--- src/rtl/core/spq_pkg.sv ---
// Shared constants, codes, types and helpers for the stable priority queue
package spq_pkg;

   localparam int CAPACITY_DEF = 16;
   localparam int TAG_BITS_DEF = 16;

   localparam int CMD_W    = 1;
   localparam int LEVEL_W  = 3;
   localparam int TAG_W    = 16;
   localparam int STATUS_W = 2;
   localparam int OCC_W    = 5;

   localparam logic [LEVEL_W-1:0] LEVEL_MIN = 3'd1;
   localparam logic [LEVEL_W-1:0] LEVEL_MAX = 3'd5;

   localparam logic CMD_INSERT = 1'b0;
   localparam logic CMD_POP    = 1'b1;

   localparam logic [STATUS_W-1:0] STATUS_OK    = 2'd0;
   localparam logic [STATUS_W-1:0] STATUS_EMPTY = 2'd1;
   localparam logic [STATUS_W-1:0] STATUS_FULL  = 2'd2;

   localparam logic [1:0] OP_IDLE   = 2'd0;
   localparam logic [1:0] OP_INSERT = 2'd1;
   localparam logic [1:0] OP_POP    = 2'd2;
   localparam logic [1:0] OP_REJECT = 2'd3;

   typedef struct packed {
      logic                load;
      logic [1:0]          op;
      logic [STATUS_W-1:0] status;
   } spq_ctl_type;

   typedef struct packed {
      logic full;
      logic empty;
   } spq_sts_type;

   function automatic logic [LEVEL_W-1:0] clamp_level(input logic [LEVEL_W-1:0] lv);
      logic [LEVEL_W-1:0] res;
      if (lv < LEVEL_MIN) begin
         res = LEVEL_MIN;
      end else if (lv > LEVEL_MAX) begin
         res = LEVEL_MAX;
      end else begin
         res = lv;
      end
      return res;
   endfunction

endpackage

--- src/rtl/core/spq_req_if.sv ---
// Request channel: operation, level and tag of one item
interface spq_req_if;
   logic                        valid;
   logic                        ready;
   logic [spq_pkg::CMD_W-1:0]   cmd;
   logic [spq_pkg::LEVEL_W-1:0] prio_level;
   logic [spq_pkg::TAG_W-1:0]   order_tag;

   modport source (output valid, output cmd, output prio_level, output order_tag,
                   input ready);
   modport sink   (input valid, input cmd, input prio_level, input order_tag,
                   output ready);
endinterface

--- src/rtl/core/spq_rsp_if.sv ---
// Response channel: status, popped entry and occupancy of one item
interface spq_rsp_if;
   logic                         valid;
   logic                         ready;
   logic [spq_pkg::STATUS_W-1:0] status;
   logic                         out_valid;
   logic [spq_pkg::LEVEL_W-1:0]  out_level;
   logic [spq_pkg::TAG_W-1:0]    out_tag;
   logic [spq_pkg::OCC_W-1:0]    occupancy;

   modport source (output valid, output status, output out_valid, output out_level,
                   output out_tag, output occupancy, input ready);
   modport sink   (input valid, input status, input out_valid, input out_level,
                   input out_tag, input occupancy, output ready);
endinterface

--- src/rtl/core/spq_ctrl.sv ---
// Controller: handshake, response hold and operation select
module spq_ctrl (
   input  logic                      clock,
   input  logic                      reset,
   input  logic                      req_valid,
   input  logic [spq_pkg::CMD_W-1:0] req_cmd,
   output logic                      req_ready,
   output logic                      rsp_valid,
   input  logic                      rsp_ready,
   input  spq_pkg::spq_sts_type      sts,
   output spq_pkg::spq_ctl_type      ctl
);

   localparam logic ST_IDLE = 1'b0;
   localparam logic ST_HOLD = 1'b1;

   logic state_ff;
   logic state_in;
   logic accept;

   assign req_ready = (state_ff == ST_IDLE) || rsp_ready;
   assign rsp_valid = (state_ff == ST_HOLD);
   assign accept    = req_valid && req_ready;

   always_comb begin
      state_in = state_ff;
      unique case (state_ff)
         ST_IDLE: begin
            if (accept) begin
               state_in = ST_HOLD;
            end
         end
         ST_HOLD: begin
            if (accept) begin
               state_in = ST_HOLD;
            end else if (rsp_ready) begin
               state_in = ST_IDLE;
            end
         end
         default: begin
            state_in = ST_IDLE;
         end
      endcase
   end

   always_comb begin
      ctl.load   = accept;
      ctl.op     = spq_pkg::OP_IDLE;
      ctl.status = spq_pkg::STATUS_OK;
      if (accept) begin
         if (req_cmd == spq_pkg::CMD_POP) begin
            if (sts.empty) begin
               ctl.op     = spq_pkg::OP_REJECT;
               ctl.status = spq_pkg::STATUS_EMPTY;
            end else begin
               ctl.op = spq_pkg::OP_POP;
            end
         end else begin
            if (sts.full) begin
               ctl.op     = spq_pkg::OP_REJECT;
               ctl.status = spq_pkg::STATUS_FULL;
            end else begin
               ctl.op = spq_pkg::OP_INSERT;
            end
         end
      end
   end

   always_ff @(posedge clock) begin
      if (reset) begin
         state_ff <= ST_IDLE;
      end else begin
         state_ff <= state_in;
      end
   end

endmodule

--- src/rtl/core/spq_datapath.sv ---
// Datapath: sorted row of entry cells, entry count and response register
module spq_datapath #(
   parameter int CAPACITY = spq_pkg::CAPACITY_DEF,
   parameter int TAG_BITS = spq_pkg::TAG_BITS_DEF
) (
   input  logic                         clock,
   input  logic                         reset,
   input  spq_pkg::spq_ctl_type         ctl,
   output spq_pkg::spq_sts_type         sts,
   input  logic [spq_pkg::LEVEL_W-1:0]  req_level,
   input  logic [spq_pkg::TAG_W-1:0]    req_tag,
   output logic [spq_pkg::STATUS_W-1:0] status,
   output logic                         out_valid,
   output logic [spq_pkg::LEVEL_W-1:0]  out_level,
   output logic [spq_pkg::TAG_W-1:0]    out_tag,
   output logic [spq_pkg::OCC_W-1:0]    occupancy
);

   localparam int CNT_W   = $clog2(CAPACITY + 1);
   localparam int STORE_W = (TAG_BITS < spq_pkg::TAG_W) ? TAG_BITS : spq_pkg::TAG_W;

   logic [spq_pkg::LEVEL_W-1:0] level_ff [CAPACITY];
   logic [spq_pkg::LEVEL_W-1:0] level_in [CAPACITY];
   logic [STORE_W-1:0]          tag_ff   [CAPACITY];
   logic [STORE_W-1:0]          tag_in   [CAPACITY];
   logic [CAPACITY-1:0]         ge;
   logic [CNT_W-1:0]            count_ff;
   logic [CNT_W-1:0]            count_in;
   logic [spq_pkg::LEVEL_W-1:0] new_level;
   logic [STORE_W-1:0]          new_tag;

   logic [spq_pkg::STATUS_W-1:0] status_ff;
   logic                         out_valid_ff;
   logic [spq_pkg::LEVEL_W-1:0]  out_level_ff;
   logic [spq_pkg::TAG_W-1:0]    out_tag_ff;
   logic [spq_pkg::OCC_W-1:0]    occupancy_ff;

   assign new_level = spq_pkg::clamp_level(req_level);
   assign new_tag   = req_tag[STORE_W-1:0];

   assign sts.full  = (count_ff == CNT_W'(CAPACITY));
   assign sts.empty = (count_ff == '0);

   // held entries at or above the new level stay ahead of it
   always_comb begin
      for (int i = 0; i < CAPACITY; i++) begin
         ge[i] = (CNT_W'(i) < count_ff) && (level_ff[i] >= new_level);
      end
   end

   always_comb begin
      for (int i = 0; i < CAPACITY; i++) begin
         level_in[i] = level_ff[i];
         tag_in[i]   = tag_ff[i];
         if (ctl.op == spq_pkg::OP_INSERT) begin
            if (!ge[i]) begin
               if (i == 0) begin
                  level_in[i] = new_level;
                  tag_in[i]   = new_tag;
               end else if (ge[(i == 0) ? 0 : i - 1]) begin
                  level_in[i] = new_level;
                  tag_in[i]   = new_tag;
               end else begin
                  level_in[i] = level_ff[(i == 0) ? 0 : i - 1];
                  tag_in[i]   = tag_ff[(i == 0) ? 0 : i - 1];
               end
            end
         end else if (ctl.op == spq_pkg::OP_POP) begin
            if (i < CAPACITY - 1) begin
               level_in[i] = level_ff[(i < CAPACITY - 1) ? i + 1 : i];
               tag_in[i]   = tag_ff[(i < CAPACITY - 1) ? i + 1 : i];
            end
         end
      end
   end

   always_comb begin
      count_in = count_ff;
      case (ctl.op)
         spq_pkg::OP_INSERT: count_in = count_ff + CNT_W'(1);
         spq_pkg::OP_POP:    count_in = count_ff - CNT_W'(1);
         default:            count_in = count_ff;
      endcase
   end

   always_ff @(posedge clock) begin
      for (int i = 0; i < CAPACITY; i++) begin
         level_ff[i] <= level_in[i];
         tag_ff[i]   <= tag_in[i];
      end
   end

   always_ff @(posedge clock) begin
      if (reset) begin
         count_ff <= '0;
      end else begin
         count_ff <= count_in;
      end
   end

   always_ff @(posedge clock) begin
      if (ctl.load) begin
         status_ff    <= ctl.status;
         occupancy_ff <= spq_pkg::OCC_W'(count_in);
         if (ctl.op == spq_pkg::OP_POP) begin
            out_valid_ff <= 1'b1;
            out_level_ff <= level_ff[0];
            out_tag_ff   <= spq_pkg::TAG_W'(tag_ff[0]);
         end else begin
            out_valid_ff <= 1'b0;
            out_level_ff <= '0;
            out_tag_ff   <= '0;
         end
      end
   end

   assign status    = status_ff;
   assign out_valid = out_valid_ff;
   assign out_level = out_level_ff;
   assign out_tag   = out_tag_ff;
   assign occupancy = occupancy_ff;

endmodule

--- src/rtl/core/stable_priority_queue.sv ---
// Top level of the stable priority queue
//
//   channel   role    payload                                      size
//   req_ch    sink    cmd, prio_level, order_tag                   1 + 3 + 16
//   rsp_ch    source  status, out_valid, out_level, out_tag,       2 + 1 + 3 + 16 + 5
//                     occupancy
//
// One item per clock: an insert or pop settles in the cycle it is taken, by a
// compare-and-shift across the row of entry cells, and its response is in the
// output register on the next cycle. A new item is taken while the response
// waits only in a cycle where that response is also taken. Reset clears the
// entry count and the response valid; no clearing pass is needed.
module stable_priority_queue #(
   parameter int CAPACITY = spq_pkg::CAPACITY_DEF,
   parameter int TAG_BITS = spq_pkg::TAG_BITS_DEF
) (
   input  logic       clock,
   input  logic       reset,
   spq_req_if.sink    req_ch,
   spq_rsp_if.source  rsp_ch
);

   spq_pkg::spq_ctl_type ctl;
   spq_pkg::spq_sts_type sts;

   spq_ctrl u_ctrl (
      .clock     (clock),
      .reset     (reset),
      .req_valid (req_ch.valid),
      .req_cmd   (req_ch.cmd),
      .req_ready (req_ch.ready),
      .rsp_valid (rsp_ch.valid),
      .rsp_ready (rsp_ch.ready),
      .sts       (sts),
      .ctl       (ctl)
   );

   spq_datapath #(
      .CAPACITY (CAPACITY),
      .TAG_BITS (TAG_BITS)
   ) u_datapath (
      .clock     (clock),
      .reset     (reset),
      .ctl       (ctl),
      .sts       (sts),
      .req_level (req_ch.prio_level),
      .req_tag   (req_ch.order_tag),
      .status    (rsp_ch.status),
      .out_valid (rsp_ch.out_valid),
      .out_level (rsp_ch.out_level),
      .out_tag   (rsp_ch.out_tag),
      .occupancy (rsp_ch.occupancy)
   );

endmodule

--- src/flat_wrapper.sv ---
// flat-port wrapper written by rule: the top's interface ports become plain ports
module stable_priority_queue_flat 
#(
   parameter int CAPACITY = spq_pkg::CAPACITY_DEF,
   parameter int TAG_BITS = spq_pkg::TAG_BITS_DEF
)
  (clock, reset, req_ch_valid, req_ch_cmd, req_ch_prio_level, req_ch_order_tag, req_ch_ready, rsp_ch_valid, rsp_ch_status, rsp_ch_out_valid, rsp_ch_out_level, rsp_ch_out_tag, rsp_ch_occupancy, rsp_ch_ready);
  spq_req_if req_ch_i ();
  spq_rsp_if rsp_ch_i ();
  input  logic clock;
  input  logic reset;
  input wire logic [$bits(req_ch_i.valid)-1:0] req_ch_valid;
  input wire logic [$bits(req_ch_i.cmd)-1:0] req_ch_cmd;
  input wire logic [$bits(req_ch_i.prio_level)-1:0] req_ch_prio_level;
  input wire logic [$bits(req_ch_i.order_tag)-1:0] req_ch_order_tag;
  output wire logic [$bits(req_ch_i.ready)-1:0] req_ch_ready;
  output wire logic [$bits(rsp_ch_i.valid)-1:0] rsp_ch_valid;
  output wire logic [$bits(rsp_ch_i.status)-1:0] rsp_ch_status;
  output wire logic [$bits(rsp_ch_i.out_valid)-1:0] rsp_ch_out_valid;
  output wire logic [$bits(rsp_ch_i.out_level)-1:0] rsp_ch_out_level;
  output wire logic [$bits(rsp_ch_i.out_tag)-1:0] rsp_ch_out_tag;
  output wire logic [$bits(rsp_ch_i.occupancy)-1:0] rsp_ch_occupancy;
  input wire logic [$bits(rsp_ch_i.ready)-1:0] rsp_ch_ready;
  assign req_ch_i.valid = req_ch_valid;
  assign req_ch_i.cmd = req_ch_cmd;
  assign req_ch_i.prio_level = req_ch_prio_level;
  assign req_ch_i.order_tag = req_ch_order_tag;
  assign req_ch_ready = req_ch_i.ready;
  assign rsp_ch_valid = rsp_ch_i.valid;
  assign rsp_ch_status = rsp_ch_i.status;
  assign rsp_ch_out_valid = rsp_ch_i.out_valid;
  assign rsp_ch_out_level = rsp_ch_i.out_level;
  assign rsp_ch_out_tag = rsp_ch_i.out_tag;
  assign rsp_ch_occupancy = rsp_ch_i.occupancy;
  assign rsp_ch_i.ready = rsp_ch_ready;
  stable_priority_queue #(.CAPACITY(CAPACITY), .TAG_BITS(TAG_BITS)) u_core (.clock(clock), .reset(reset), .req_ch(req_ch_i), .rsp_ch(rsp_ch_i));
endmodule
--- config.mk ---
export PLATFORM = sky130hd
export DESIGN_NAME = stable_priority_queue_flat
export DESIGN_NICKNAME = d
export VERILOG_FILES = /design/src/rtl/core/spq_pkg.sv /design/src/rtl/core/spq_req_if.sv /design/src/rtl/core/spq_rsp_if.sv /design/src/rtl/core/spq_ctrl.sv /design/src/rtl/core/spq_datapath.sv /design/src/rtl/core/stable_priority_queue.sv /design/src/flat_wrapper.sv
export SDC_FILE = /design/constraint.sdc
export NUM_CORES = 1
export LEC_CHECK = 0
export BUFFER_PORTS_ARGS = -buffer_cell sky130_fd_sc_hd__buf_2
export CAP_MARGIN = 20
export CORE_MARGIN = 4
export CORE_UTILIZATION = 40
export DETAILED_ROUTE_END_ITERATION = 8
export GPL_TIMING_DRIVEN = 0
export PLACE_DENSITY = 0.51
export SLEW_MARGIN = 10
export SYNTH_ARGS = -nofsm -noshare
export SYNTH_HDL_FRONTEND = slang
export SYNTH_HIERARCHICAL = 1
export SYNTH_SLANG_ARGS = --single-unit
--- constraint.sdc ---
create_clock -name clock -period 5.5 [get_ports clock]
set_input_delay 0.55 -clock clock [delete_from_list [all_inputs] [get_ports clock]]
set_output_delay 0.55 -clock clock [all_outputs]
set_load 0.1 [all_outputs]
==> key figures, run 1 <==
Finish
  – Share of post-route cells with drive strength above 1: 13.7%
  – Layout area overhead: 13.7%
  – ANT cells: 0
  – Final Net Count: roughly 2000
  – Design area: 0.0216 mm^2

Clock tree
  – Setup Fix Bufs, Post-CTS: 0
  – # resized after CTS: 0
  – Clk sinks: 337
  – Root Buffer: clkbuf_16
  – Skew-Pair Late Insertion Delay: 570 ps
  – CTS tree: yes
  – Clock slew at reported path FFs: 50 ps
  – Htree depth: 2
  – Hold Buf Count CTS: 0
  – Clk buf depth: 3
  – CTS Buf Count: 41

Run
  – Max Cap Violations: 0

Route
  – Vias per cell: 6.29
  – Total iterations of the first detailed-routing run: 6
  – Final wirelength: 76.3 mm
  – DRC: 0
  – Iteration-0 DRC Markers: 2093
  – DR vias: 16000
  – Drt wl/cell: 30.0 um
  – Final ANT Viol Nets: 0

Logic synthesis
  – Async SR Flop Fraction: 0%
  – Post-synthesis sequential area ratio: a little over half
  – Main area contributors after synthesis: edfxtp_1 52%, o221ai_1 6.6%, o211ai_1 4.7%
  – Cells after Synth: 1796
  – Post-synth EDFFs: 331
  – Syn Std Cell Area: ~0.019 mm^2
  – Syn_nets: roughly 1900
  – Syn avg cell area: around 11 um^2
  – Synth top area share: 52.3%
  – FF+latch count, synth: 337
  – Synth warn: 6
  – Commonest cells post-synth: 331 x edfxtp_1, 219 x inv_1, 146 x nand3_1, 144 x o221ai_1, 118 x o211ai_1
  – Most common cell in the netlist: edfxtp_1
  – Largest area contributor in the netlist: edfxtp_1
  – Unique masters post-synth: 51
  – Primary FF master, synth: edfxtp_1

Setup path
  – CP Class: in2reg
  – CP max stage cell: nor2b_2
  – Crit path cell chain: buf_2 -> nor2b_2 -> inv_2 -> a21o_2 -> ha_1 -> nand2b_1 -> a211o_1 -> clkbuf_1 -> a31oi_2 -> buf_6
  – Critical path capture point type: register
  – Bufs and invs on worst path: 4
  – CP peak stage delay: 750 ps
  – Top fanout value on the critical path: 22
  – CP required: 5770 ps
  – Crit start category: input port
  – Top Family by Delay on Critical Path: compound AO/OA/AOI/OAI gates
  – CP arrival: 4880 ps

Placement
  – Dpl ws: 480 ps
  – Post-DP HPWL: 55.9 mm
  – Gpl congestion: 0.944
  – Buffers on Ports: approximately 50
  – Dpl cell area: 0.0203 mm^2

STA
  – Final Max Tran Viols: 0
  – Worst-Margin Slew: between 1000 and 1500 ps
  – RSZ-0062 raised after global routing: false
  – Final setup violation count: 0
  – Final critical-path share of the clock period: between 80 and 90%
  – Worst setup margin: 887 ps
  – Fin. Hold Viols: 0
  – Fmax: 217 MHz
  – Clock Skews: 13.2 ps
  – Slew HR: 27.0%
  – Tmin final: ~4600 ps
  – Setup tns final: 0 ps

Pwr
  – Final total power: 0.00894 W
  – PwrDens: 413 mW/mm^2
  – LEAKAGE: 7.76 nW
  – VDD IR max: 212 uV

Global routing
  – Largest net degree at the start of global routing: 28
  – Initial antenna violation count: 2
  – First-pass GRT wire length: 109 mm
  – Vias in the first global route: 15100
  – GRT Total Usage: 29.5%
  – Grt total ovfl: 0

Floorplan
  – Starting density of the core: roughly 40%
  – IO Count: 53
  – Die area: between 0.05 and 0.06 mm^2
  – Total core area: 0.0468 mm^2
  – Die Span Y: roughly 230 um
  – Row count: 79
  – Die width: 226 um

Hold path
  – Hold Path Class: in2reg

Status
  – Outcome: complete, no violations
==> cell families (layout without fill, tap and decap cells) <==
kind of cell / count (synthesis) / in the layout / share of synthesized area, %
AOI/OAI and AO/OA: 547 / 547 / 22.6
and+or+nand+nor: 446 / 446 / 11.2
buffers and inverters: 390 / 530 / 8.39
DFF: 337 / 337 / 52.9
adders and majority gates: 54 / 54 / 3.56
muxes: 21 / 21 / 1.22
xor gates and xnor gates: 1 / 1 / 0.0461
==> stage by stage <==
stage | cells | hold WS, ps | util (%)
finish | 2543 | 239 | 46.2
global route | 2543 | 250 | 46.2
global placement | 2454 | 539 | 42.8
detailed placement | 2471 | 538 | 43.5
floorplan | 1796 | 529 | -
CTS | 2543 | 222 | 46.2
==> final timing paths <==
check | depth (start not counted) | from | endpoint | slack, ps
setup / recovery | 10 | req_ch_prio_level[2] | u_core/u_datapath/tag_ff[0][88] | 890
hold / removal | 2 | reset | u_core/u_ctrl/rsp_valid | 240
setup reg to reg | 13 | u_core/u_datapath/count_ff[1] | u_core/u_datapath/tag_ff[1][60] | 1030
hold reg to reg | 1 | u_core/u_datapath/tag_ff[1][102] | u_core/u_datapath/tag_ff[1][118] | 560
==> state kept, by name, indices dropped and copies added (netlist names), 2 cells and up <==
name / flops
u_core/u_datapath/level_ff: 48
u_core/u_datapath/status: 2
u_core/u_datapath/tag_ff: 256
u_core/u_datapath/occupancy: 5
u_core/u_datapath/out_tag: 16
u_core/u_datapath/out_level: 3
u_core/u_datapath/count_ff: 5
==> cell usage in the layout, fill, tap and decap left out, drive strengths merged, types with 2 or more instances in the layout <==
master  Yosys  routed
edfxtp    331     331
inv       222     223
o221ai    194     194
clkbuf    102     155
nand3     146     146
buf        66     134
o211ai    118     118
nand2     110     110
o21ai      98      98
nor2       91      91
a31oi      82      82
ha         54      54
and2       45      45
a21oi      22      22
mux2       18      18
nand2b     15      15
clkinv      0      15
a21o       13      13
nor2b      13      13
nor3        9       9
or2         8       8
dfxtp       6       6
a211o       5       5
a211oi      5       5
nand4       4       4
bufinv      0       3
mux2i       3       3
o22ai       2       2
o31ai       2       2
nor4b       2       2
==> area by class of cell <==
class | count | area (um^2)
well taps | 607 | 759
clock inverters | 19 | 164
plain buffers | 168 | 763
multi-input cells | 1069 | 7430
fillers | 4480 | 25100
repair buffers | 68 | 489
flip-flops and latches | 337 | 10100
clock buffers | 53 | 1110
inverters | 222 | 833
==> report_power, final <==
part           internal (W)  leakage (nW)  switching [W]  total (W)
clock               0.00156         0.629        0.00112    0.00268
combinational      0.000722          3.87        0.00169    0.00242
sequential          0.00350          3.26       0.000334    0.00384
total               0.00579          7.76        0.00315    0.00894
==> layer usage <==
metal  track usage [%]  part of all wire, %
met2              42.7                   42
met1              42.3                   43
met5                 0                    0
met3              8.03                   11
met4              11.2                  4.3
No activity file was read; power rests on OpenSTA's default activity.
==> run 2: changes to the inputs <==
--- a/config.mk
+++ b/config.mk
@@ -11,7 +11,7 @@
 export CORE_UTILIZATION = 40
 export DETAILED_ROUTE_END_ITERATION = 8
 export GPL_TIMING_DRIVEN = 0
-export PLACE_DENSITY = 0.51
+export PLACE_DENSITY = 0.53
 export SLEW_MARGIN = 10
 export SYNTH_ARGS = -nofsm -noshare
 export SYNTH_HDL_FRONTEND = slang
==> constraint.sdc (replaced) <==
create_clock -name clock -period 4.2 [get_ports clock]
set_input_delay 0.42 -clock clock [delete_from_list [all_inputs] [get_ports clock]]
set_output_delay 0.42 -clock clock [all_outputs]
set_load 0.1 [all_outputs]
==> key figures, run 2 (same netlist as run 1, synthesis figures left out) <==
Clock tree
  – Clk buf depth: 3 (unchanged)
  – Clock slew at reported path FFs: 60 ps (about the same)
  – Clk sinks: 337 (unchanged)
  – Root Buffer: clkbuf_16
  – Htree depth: 2 (unchanged)
  – CTS Buf Count: 41 (unchanged)
  – Skew-Pair Late Insertion Delay: 570 ps (about the same)
  – Hold Buf Count CTS: 0 (unchanged)
  – CTS tree: yes

Finish
  – ANT cells: 0 (unchanged)
  – Multi-input logic area: 0.00749 mm^2 (+0.74%)
  – Share of post-route cells with drive strength above 1: 13.8% (+0.10 points)
  – Most frequent cells in the layout: 331 x edfxtp_1, 219 x inv_1, 146 x nand3_1, 144 x o221ai_1, 118 x o211ai_1
  – Most common cell after layout, fill and taps aside: edfxtp_1
  – Max FFs per register: 256 (unchanged)
  – Register Area: 0.0101 mm^2 (unchanged)
  – Fillers: 4493 (+0.29%)
  – Layout area overhead: 13.8% (about the same)
  – Most flop-heavy register: u_core/u_datapath/tag_ff
  – Design area: 0.0216 mm^2 (about the same)
  – Final Net Count: 1984 (-0.050%)

Floorplan
  – Total core area: 0.0468 mm^2 (unchanged)
  – Starting density of the core: 40.6% (unchanged)
  – Die Span Y: 226 um (unchanged)
  – IO Count: 53 (unchanged)
  – Row count: 79 (unchanged)
  – Die area: 0.0511 mm^2 (unchanged)
  – Die width: 226 um (unchanged)

Global routing
  – Largest net degree at the start of global routing: 28 (unchanged)
  – Grt total ovfl: 0 (unchanged)
  – GRT Total Usage: 29.2% (-0.24 points)
  – First-pass GRT wire length: 108 mm (-0.77%)
  – Initial antenna violation count: 3 (+1)
  – Vias in the first global route: 15100 (-0.28%)

Hold path
  – HP Start: reset
  – Hold Path Class: in2reg
  – Hold Path Depth: 2 (unchanged)

Route
  – Vias per cell: 6.35 (+0.96%)
  – Final ANT Viol Nets: 0 (unchanged)
  – Iteration-0 DRC Markers: 2244 (+7.2%)
  – Drt wl/cell: 30.0 um (-0.12%)
  – DR vias: 16100 (+0.96%)
  – DRC: 0 (unchanged)
  – Total iterations of the first detailed-routing run: 6 (unchanged)
  – Final wirelength: 76.2 mm (-0.12%)

Pwr
  – PwrDens: 536 mW/mm^2 (+30%)
  – Switching Share: 35.5% (+0.23 points)
  – Clock Power Share: 29.0% (-1.0 points)
  – Final total power: 0.0116 W (+30%)
  – Comb pwr share: 27.6% (+0.6 points)
  – Reg power frac: 43.4% (+0.4 points)
  – VDD IR max: 283 uV (+33%)
  – LEAKAGE: 7.75 nW (about the same)
  – P_sw: 0.00411 W (+30%)
  – Internal: 0.00748 W (+29%)

STA
  – Tmin final: 4100 ps
  – Final Max Tran Viols: 0 (unchanged)
  – Final critical-path share of the clock period: 97.6%
  – Final setup violation count: 0 (unchanged)
  – RSZ-0062 raised after global routing: false
  – Fmax: around 240 MHz
  – Fin. Hold Viols: 0 (unchanged)
  – Worst-Margin Slew: 1160 ps (+63.8 ps)
  – Slew HR: 22.8% (-4.3 points)
  – Clock Skews: 14.1 ps (+0.900 ps)

Setup path
  – Critical path capture point type: register
  – CP required: 4470 ps (-1300 ps)
  – Slack of the worst reg-to-reg path: 100 ps (-930 ps)
  – Worst R2R Start: u_core/u_datapath/count_ff[1]
  – CP Capture Point: u_core/u_datapath/tag_ff[1][1]
  – Setup crit start: u_core/u_datapath/count_ff[1]
  – Crit start category: register
  – CP Class: reg2reg
  – Worst r2r path cells: 15 (+2)
  – Top fanout value on the critical path: 12 (-45%)
  – CP arrival: 4370 ps (-510 ps)
  – Worst R2R End: u_core/u_datapath/tag_ff[1][1]

Placement
  – Dpl cell area: 0.0203 mm^2 (about the same)
  – Post-DP HPWL: 55.5 mm (-0.57%)
  – Gpl congestion: 0.968 (+2.6%)
  – Buffers on Ports: 51 (unchanged)

Run
  – Max Cap Violations: 0 (unchanged)

Status
  – Outcome: complete, no violations
-- run 2: cell count changes in the layout (fill, tap and decap cells not counted), moves of 3 or more --
cell	delta
clkbuf_1	+5
a21oi_4	+3
a21oi_2	-3
clkinv_1	-5
clkbuf_8	+4
-- run 2: power by group through the flow --
stage | sequential, W | combinational (W) | clock [W]
floorplan | 0.00500 | 0.00192 | 0
global placement | 0.00508 | 0.00294 | 0
detailed placement | 0.00506 | 0.00309 | 0
CTS | 0.00500 | 0.00311 | 0.00343
global route | 0.00506 | 0.00342 | 0.00355
finish | 0.00502 | 0.00320 | 0.00336
-- run 2: metrics by stage --
step	setup slack [ps]	hold WS [ps]	setup TNS [ps]	utilization (%)	instances
after detailed placement	-686	540	-164080	43.5	2470
after global placement	-2150	538	-667210	42.8	2454
after CTS	33.7	75.4	0	46.2	2543
final	103	101	0	46.2	2543
after floorplan	28.5	482	0	-	1796
after global routing	3.33	102	0	46.2	2543
-- run 2: layout make-up --
| cell class | instances | area share (%) |
|---|---|---|
| Timing Repair Buffer | 67 | 2.23 |
| Clock inverter | 12 | 0.411 |
| Sequential cell | 337 | 46.5 |
| Clock buffer | 61 | 5.28 |
| Buffer | 168 | 3.55 |
| Inverter | 222 | 3.85 |
| Tap cell | 607 | 3.51 |
| Multi-Input combinational cell | 1069 | 34.6 |
-- run 2: how the worst min path moves through the flow --
| stage | end | slack (ps) |
|---|---|---|
| final | u_core/u_ctrl/rsp_valid | 100 |
| after CTS | u_core/u_ctrl/rsp_valid | 80 |
| after detailed placement | u_core/u_datapath/out_tag[8] | 540 |
| after global routing | u_core/u_ctrl/rsp_valid | 100 |
| after floorplan | u_core/u_ctrl/rsp_valid | 480 |
| after global placement | u_core/u_datapath/tag_ff[1][121] | 540 |
-- run 2: what timing repair did --
action                                  4_1_cts  5_1_grt
pin swaps                                     0        0
buffers inserted                              0        0
resized for setup                             3        9
cloned                                        0        0
endpoints found under the setup margin      126      146
-- run 2: per-layer routing --
metal	up-vias	share of wire [%]	GRT usage, %
li1	7057	-	-
met1	8031	43	42.0
met5	-	0	0
met4	0	4.7	12.1
met3	144	11	7.64
met2	913	42	42.0
-- run 2: worst max-delay path: stages (launching register included) --
cell and delay [ps]:
dfxtp_1 360, buf_4 200, inv_1 110, ha_1 170
nor4bb_1 400, nor2_1 80, nor3_1 210, inv_1 80
ha_1 220, buf_2 210, buf_2 230, buf_2 250
clkbuf_2 300, buf_8 240, a21oi_2 470, buf_8 240
